--- src/hw/rtl/rld_pkg.sv ---
package rld_pkg;

  // percent scale
  localparam int unsigned PctW   = 7;
  localparam int unsigned StepW  = 6;
  localparam int unsigned DbW    = 4;
  localparam int unsigned TopW   = 16;
  localparam int unsigned Top1W  = TopW + 1;
  localparam int unsigned LevelW = 17;
  localparam int unsigned ProdW  = 23;  // (65535 + 1) * 100 fits in 23 bits

  localparam logic [PctW-1:0] MaxPct = PctW'(100);

  // divide by 100 as multiply by ceil(2^30 / 100) and shift; exact for ProdW-bit values
  localparam int unsigned      RecipShift = 30;
  localparam int unsigned      RecipW     = 24;
  localparam logic [RecipW-1:0] Recip100  = RecipW'(10737419);
  localparam int unsigned      QuotW      = ProdW + RecipW;

  // register reset values
  localparam logic [StepW-1:0] StepPctRst    = StepW'(5);
  localparam logic [PctW-1:0]  DefaultPctRst = PctW'(50);
  localparam logic [DbW-1:0]   DebounceRst   = DbW'(3);
  localparam logic [TopW-1:0]  PwmTopRst     = TopW'(999);

  localparam int unsigned CfgIdxW  = 2;
  localparam int unsigned CfgDataW = 16;

  typedef enum logic [CfgIdxW-1:0] {
    CfgStepPct    = 2'd0,
    CfgDefaultPct = 2'd1,
    CfgDebounce   = 2'd2,
    CfgPwmTop     = 2'd3
  } cfg_idx_e;

endpackage

--- src/hw/rtl/rotary_led_dimmer_control_core.sv ---
// rotary encoder led dimmer: each input beat is one sample of encoder phases a and b and the
// active-low push switch. a rising edge on a while the lights are on steps the brightness up
// (b low) or down (b high) by step_pct, saturating at 0 and 100 percent. the switch is
// debounced over debounce_samples differing samples in a row; each accepted press toggles the
// lights, an accepted release re-arms the toggle. switching off saves the brightness, switching
// on restores it or uses default_on_pct when the saved value is 0. every input beat yields one
// output beat with the on state, the brightness and the pwm compare level
// (pwm_top+1)*pct/100. one beat is accepted per clock unless the output stalls; results pass
// the state register and the two multiplier stages (scale by pwm_top+1, then divide by 100 as
// a reciprocal multiply). configuration writes are taken at any time but are meant for idle.
module rotary_led_dimmer_control_core
  import rld_pkg::*;
(
  input  logic                clk_i,
  input  logic                rst_ni,
  // configuration write channel
  input  logic                cfg_valid_i,
  output logic                cfg_ready_o,
  input  logic [CfgIdxW-1:0]  cfg_index_i,
  input  logic [CfgDataW-1:0] cfg_data_i,
  // input samples
  input  logic                s_axis_tvalid,
  output logic                s_axis_tready,
  input  logic [7:0]          s_axis_tdata,   // [0] enc_a, [1] enc_b, [2] switch_level
  // results
  output logic                m_axis_tvalid,
  input  logic                m_axis_tready,
  output logic [31:0]         m_axis_tdata    // [0] lights_on, [7:1] brightness_pct,
                                              // [24:8] compare_level
);

  // configuration registers
  logic [StepW-1:0] step_q;
  logic [PctW-1:0]  default_q;
  logic [DbW-1:0]   debounce_q;
  logic [TopW-1:0]  top_q;

  assign cfg_ready_o = 1'b1;

  always_ff @(posedge clk_i or negedge rst_ni) begin
    if (!rst_ni) begin
      step_q     <= StepPctRst;
      default_q  <= DefaultPctRst;
      debounce_q <= DebounceRst;
      top_q      <= PwmTopRst;
    end else if (cfg_valid_i) begin
      unique case (cfg_idx_e'(cfg_index_i))
        CfgStepPct:    step_q     <= cfg_data_i[StepW-1:0];
        CfgDefaultPct: default_q  <= cfg_data_i[PctW-1:0];
        CfgDebounce:   debounce_q <= cfg_data_i[DbW-1:0];
        CfgPwmTop:     top_q      <= cfg_data_i[TopW-1:0];
        default:       ;
      endcase
    end
  end

  // pipeline valids and stall chain: each stage moves when the one after it can take it
  logic v0_q, v1_q, v2_q;
  logic en0, en1, en2;

  assign en2 = !v2_q || m_axis_tready;
  assign en1 = !v1_q || en2;
  assign en0 = !v0_q || en1;

  assign s_axis_tready = en0;

  logic in_acc;
  assign in_acc = s_axis_tvalid && en0;

  // input sample fields
  logic enc_a, enc_b, sw_lvl;
  assign enc_a  = s_axis_tdata[0];
  assign enc_b  = s_axis_tdata[1];
  assign sw_lvl = s_axis_tdata[2];

  // dimmer state
  logic           prev_a_q, prev_a_d;
  logic [DbW-1:0] run_cnt_q, run_cnt_d;
  logic           stable_q, stable_d;
  logic           armed_q, armed_d;
  logic           on_q, on_d;
  logic [PctW-1:0] duty_q, duty_d;
  logic [PctW-1:0] saved_q, saved_d;

  logic            detent;
  logic [PctW:0]   duty_sum;
  logic [PctW-1:0] duty_rot;
  logic [DbW-1:0]  need;
  logic [DbW-1:0]  run_inc;
  logic [PctW-1:0] restore_pct;
  logic [PctW-1:0] default_sat;

  always_comb begin
    prev_a_d  = enc_a;
    run_cnt_d = run_cnt_q;
    stable_d  = stable_q;
    armed_d   = armed_q;
    on_d      = on_q;
    saved_d   = saved_q;

    // rotation first, only while lit
    detent   = enc_a && !prev_a_q && on_q;
    duty_sum = {1'b0, duty_q} + {2'b00, step_q};
    duty_rot = duty_q;
    if (detent) begin
      if (!enc_b) begin
        duty_rot = (duty_sum > {1'b0, MaxPct}) ? MaxPct : duty_sum[PctW-1:0];
      end else begin
        duty_rot = (duty_q > {1'b0, step_q}) ? (duty_q - {1'b0, step_q}) : '0;
      end
    end
    duty_d = duty_rot;

    default_sat = (default_q > MaxPct) ? MaxPct : default_q;
    restore_pct = (saved_q == '0) ? default_sat : saved_q;

    // debounce: zero sample count acts as one
    need    = (debounce_q == '0) ? DbW'(1) : debounce_q;
    run_inc = run_cnt_q + DbW'(1);

    if (sw_lvl == stable_q) begin
      run_cnt_d = '0;
    end else if (run_inc >= need) begin
      run_cnt_d = '0;
      stable_d  = sw_lvl;
      if (!sw_lvl) begin
        if (armed_q) begin
          armed_d = 1'b0;
          if (on_q) begin
            saved_d = duty_rot;
            duty_d  = '0;
            on_d    = 1'b0;
          end else begin
            duty_d = restore_pct;
            on_d   = 1'b1;
          end
        end
      end else begin
        armed_d = 1'b1;
      end
    end else begin
      run_cnt_d = run_inc;
    end
  end

  always_ff @(posedge clk_i or negedge rst_ni) begin
    if (!rst_ni) begin
      prev_a_q  <= 1'b0;
      run_cnt_q <= '0;
      stable_q  <= 1'b1;
      armed_q   <= 1'b1;
      on_q      <= 1'b0;
      duty_q    <= '0;
      saved_q   <= '0;
    end else if (in_acc) begin
      prev_a_q  <= prev_a_d;
      run_cnt_q <= run_cnt_d;
      stable_q  <= stable_d;
      armed_q   <= armed_d;
      on_q      <= on_d;
      duty_q    <= duty_d;
      saved_q   <= saved_d;
    end
  end

  // stage 0: state after this sample, plus the pwm span
  logic             on0_q;
  logic [PctW-1:0]  duty0_q;
  logic [Top1W-1:0] top1_q;

  // stage 1: scaled product
  logic             on1_q;
  logic [PctW-1:0]  duty1_q;
  logic [ProdW-1:0] prod_q, prod_d;

  // stage 2: output register
  logic              on2_q;
  logic [PctW-1:0]   duty2_q;
  logic [LevelW-1:0] level_q, level_d;
  logic [QuotW-1:0]  quot;

  // both operands at full product width so the top of the product is kept
  assign prod_d  = {{(ProdW-Top1W){1'b0}}, top1_q} * {{(ProdW-PctW){1'b0}}, duty0_q};
  assign quot    = {{RecipW{1'b0}}, prod_q} * {{ProdW{1'b0}}, Recip100};
  assign level_d = quot[RecipShift +: LevelW];

  always_ff @(posedge clk_i or negedge rst_ni) begin
    if (!rst_ni) begin
      v0_q <= 1'b0;
      v1_q <= 1'b0;
      v2_q <= 1'b0;
    end else begin
      if (en0) v0_q <= s_axis_tvalid;
      if (en1) v1_q <= v0_q;
      if (en2) v2_q <= v1_q;
    end
  end

  always_ff @(posedge clk_i) begin
    if (in_acc) begin
      on0_q   <= on_d;
      duty0_q <= duty_d;
      top1_q  <= {1'b0, top_q} + Top1W'(1);
    end
    if (en1 && v0_q) begin
      on1_q   <= on0_q;
      duty1_q <= duty0_q;
      prod_q  <= prod_d;
    end
    if (en2 && v1_q) begin
      on2_q   <= on1_q;
      duty2_q <= duty1_q;
      level_q <= level_d;
    end
  end

  assign m_axis_tvalid = v2_q;
  assign m_axis_tdata  = {7'b0, level_q, duty2_q, on2_q};

endmodule

--- config.mk ---
export PLATFORM = sky130hd
export DESIGN_NAME = rotary_led_dimmer_control_core
export DESIGN_NICKNAME = d
export VERILOG_FILES = /design/src/hw/rtl/rld_pkg.sv /design/src/hw/rtl/rotary_led_dimmer_control_core.sv
export SDC_FILE = /design/constraint.sdc
export NUM_CORES = 1
export LEC_CHECK = 0
export CAP_MARGIN = 25
export CORE_MARGIN = 3
export CORE_UTILIZATION = 35
export DETAILED_ROUTE_END_ITERATION = 8
export DONT_BUFFER_PORTS = 1
export PLACE_DENSITY = 0.51
export SYNTH_ARGS = -nofsm -noshare
export SYNTH_HDL_FRONTEND = slang
export SYNTH_SLANG_ARGS = --single-unit
--- constraint.sdc ---
create_clock -name clk_i -period 8.36 [get_ports clk_i]
set_input_delay 0.418 -clock clk_i [delete_from_list [all_inputs] [get_ports clk_i]]
set_output_delay 0.418 -clock clk_i [all_outputs]
set_load 0.01 [all_outputs]
==> Flow_metrics.wiki <==
{| class="wikitable"
! Metric !! Value
|-
| Library cell used as clock root buffer || clkbuf_16
|-
| Crit-path slowest cell || a211oi_1
|-
| Synth Cell Area || 18410 µm²
|-
| Global route overflow || 0
|-
| Warnings, synthesis || 0
|-
| Inserted Clock Buffers || 17
|-
| Clock tree from TritonCTS || built
|-
| Proportion of netlist area held by the largest area contributor || 0.2936
|-
| Placeable core region || 51720 µm²
|-
| Critical path fanouts, max || 7
|-
| Largest area contributor in the synthesized netlist || fa_1
|-
| Total clock sinks || 138
|-
| Number of search-and-repair iterations in the first detailed-routing pass || 5
|-
| Gate Count Post-Synth || 1732
|-
| Netlist cell types || 79
|-
| Via count || 11530
|-
| Cell-by-cell trace of the critical path || inv_1 > fa_1 > inv_1 > fa_1 > inv_1 > fa_1 > fa_1 > inv_1 > fa_1 > fa_1 > inv_1 > fa_1 > inv_1 > ha_1 > nand4_1 > nor2_1 > a221oi_1 > o21ai_0 > o2111a_1 > a211oi_1 > o31ai_1 > a21oi_1 > xor2_1
|-
| Area contributors post-synth || fa_1, ha_1, edfxtp_1, inv_1, dfrtp_1
|-
| Setup repair after global routing missed its margin || false
|-
| Final Routed Wirelength || 40760 µm
|-
| Post-route DRC violation count || 0
|-
| Pin count of the biggest net entering global routing || 58
|-
| Crit path largest cell delay || 0.60 ns
|-
| Max capacitance violation total || 0
|-
| Worst-skew pair later-pin latency || 0.45 ns
|-
| Area of all placed cells without fillers || 19810 µm²
|-
| Synth top cells by count || inv_1, ha_1, fa_1, nand2_1, edfxtp_1
|-
| Filler cell count || 5131
|-
| Sequential-to-total area share from yosys stat || 0.2107
|-
| Relative max-transition margin || 0.4714
|-
| Port bufs || 0
|-
| Avg WL per Cell || 16.81 µm
|-
| Share of flip-flops with an asynchronous set or reset after synthesis || 0.4130
|-
| Longest Clk Path Bufs || 2
|-
| Required time at the endpoint of the critical path || 8.55 ns
|-
| Class of the tightest hold or removal check || primary input to flop
|-
| Number of endpoints with negative hold slack in the final report || 0
|-
| EDFF count, synth || 81
|-
| Fraction of layout instances using a drive strength above 1 || 0.06021
|-
| All-Layer GR Usage || 0.1535
|-
| Shortest clock period the worst path allows after layout || 7.487 ns
|-
| H-tree Lvls || 4
|-
| Count of endpoints failing setup in the final report || 0
|-
| Kind of start point of the critical path || flop
|-
| Floorplan die height || 235.3 µm
|-
| Count of inserted antenna diode cells || 0
|-
| Die footprint || 55380 µm²
|-
| Tightest Pin Transition || 0.7929 ns
|-
| IO Count || 66
|-
| FMAX || 0.1336 GHz
|-
| Total placed instance area || 19160 µm²
|-
| Slew Viols, Final || 0
|-
| Die span in x || 235.3 µm
|-
| Setup TNS || 0 ns
|-
| Tcrit/Tclk final || 0.8955
|-
| Via-to-Cell Ratio || 4.758
|-
| Kind of capture point of the worst setup path || flop
|-
| Global-route wire length before repair || 67940 µm
|-
| Synthesized flop and latch total || 138
|-
| Cell occurring most often along the worst timing path || fa_1
|-
| Number of global-route vias before repair || 12740
|-
| Effective utilization at floorplan || 0.3560
|-
| Post-detailed-placement half-perimeter wirelength || 34360 µm
|-
| CP Class || flop to flop
|-
| Nets@finish || 2334
|-
| Initial drt markers || 502
|-
| Mapped Avg Cell Area || 10.63 µm²
|-
| Number of buffers added for setup after CTS || 0
|-
| Endpoint arrival time on the critical path || 7.68 ns
|-
| Area growth from synthesis to layout || 7.606%
|-
| Post-CTS clock slew at the launch and capture registers of the worst setup and hold paths || 0.07 ns
|-
| Status || completed
|-
| Primary flip-flop cell chosen by synthesis mapping || edfxtp_1
|-
| Number of antenna violations at the first check in global routing || 0
|-
| Antenna-violating nets left || 0
|-
| Worst Skew || 0.02224 ns
|-
| Row count || 83
|-
| Final weighted congestion in routability-driven placement || 0.8696
|-
| Worst hold-check slack || 0.08235 ns
|-
| Most instantiated library cell after synthesis || inv_1
|}
## final timing paths
kind	slack [ns]	startpoint	depth (start not counted)	endpoint
max in group asynchronous	7.56	rst_ni	2	step_q[0]
hold / removal	0.08	cfg_data_i[2]	2	step_q[2]
setup reg to reg	0.87	prod_q[6]	23	level_q[16]
min in group asynchronous	0.48	rst_ni	2	top_q[4]
hold reg to reg	0.42	on1_q	0	on2_q
setup / recovery	0.87	prod_q[6]	23	level_q[16]
## metal layers
metal	part of all wire	up-vias	GRT usage
li1	-	5548	-
met1	0.47	5780	0.2095
met2	0.49	174	0.2575
met3	0.033	31	0.02378
met4	0.012	0	0.03632
met5	0	-	0
## layout make-up
| type | count | area, µm² | share of cell area |
|---|---|---|---|
| multi-input combinational | 1161 | 12860 | 0.6490 |
| sequential | 138 | 3879 | 0.1958 |
| inverter | 406 | 1524 | 0.07693 |
| tap | 680 | 850.8 | 0.04295 |
| clock buffer | 22 | 518.0 | 0.02615 |
| timing repair buffer | 7 | 92.59 | 0.004674 |
| clock inverter | 10 | 88.84 | 0.004485 |
## timing repair
item	CTS	global route
hold buffers	2	0
endpoints found under the hold margin	57	0
resized for setup	0	0
## registers in the layout, indices dropped and copies added, names as in the netlist, 4 cells and up
register	cells
prod_q	23
level_q	17
saved_q	7
duty0_q	7
run_cnt_q	4
duty_q	7
debounce_q	4
duty2_q	7
duty1_q	7
default_q	7
step_q	6
top_q	16
top1_q	17
## cells by family after synthesis
logic type | after synthesis | synth area share
compound gates | 169 | 0.06389
xor+xnor | 60 | 0.02855
fa+ha+maj | 572 | 0.4989
buf+inv | 439 | 0.09216
flops | 138 | 0.2107
mux | 34 | 0.02093
other cells | 2 | 0.0004080
simple gates | 318 | 0.08448
## layout by cell type (no fill, tap or decap), drive strengths merged, types with 17 or more instances in the layout
cell type	count
a21o	22
a21oi	43
and2	42
clkbuf	22
dfrtp	41
edfxtp	81
fa	270
ha	302
inv	411
mux2	33
nand2	137
nand3	19
nor2	31
nor3	19
o21ai	34
xnor2	43
xor2	17
## per-stage QoR
step,setup WS (ns),instances,util
floorplan,1.762,1738,-
global placement,0.9091,2388,0.3699
detailed placement,0.8841,2390,0.3706
CTS,0.8851,2424,0.3830
global route,0.5634,2424,0.3830
finish,0.8734,2424,0.3830
## critical path, delay by kind of cell (launching register included)
family,cells,cell delay [ns]
adders and majority gates,8,3.92
DFF,1,0.57
buffers and inverters,6,0.47
and+or+nand+nor,2,0.17
AOI/OAI and AO/OA,6,2.04
xor gates and xnor gates,1,0.08
Power is not shown: default switching activity piles up to over one toggle a cycle in this logic, so the estimate is an artifact.
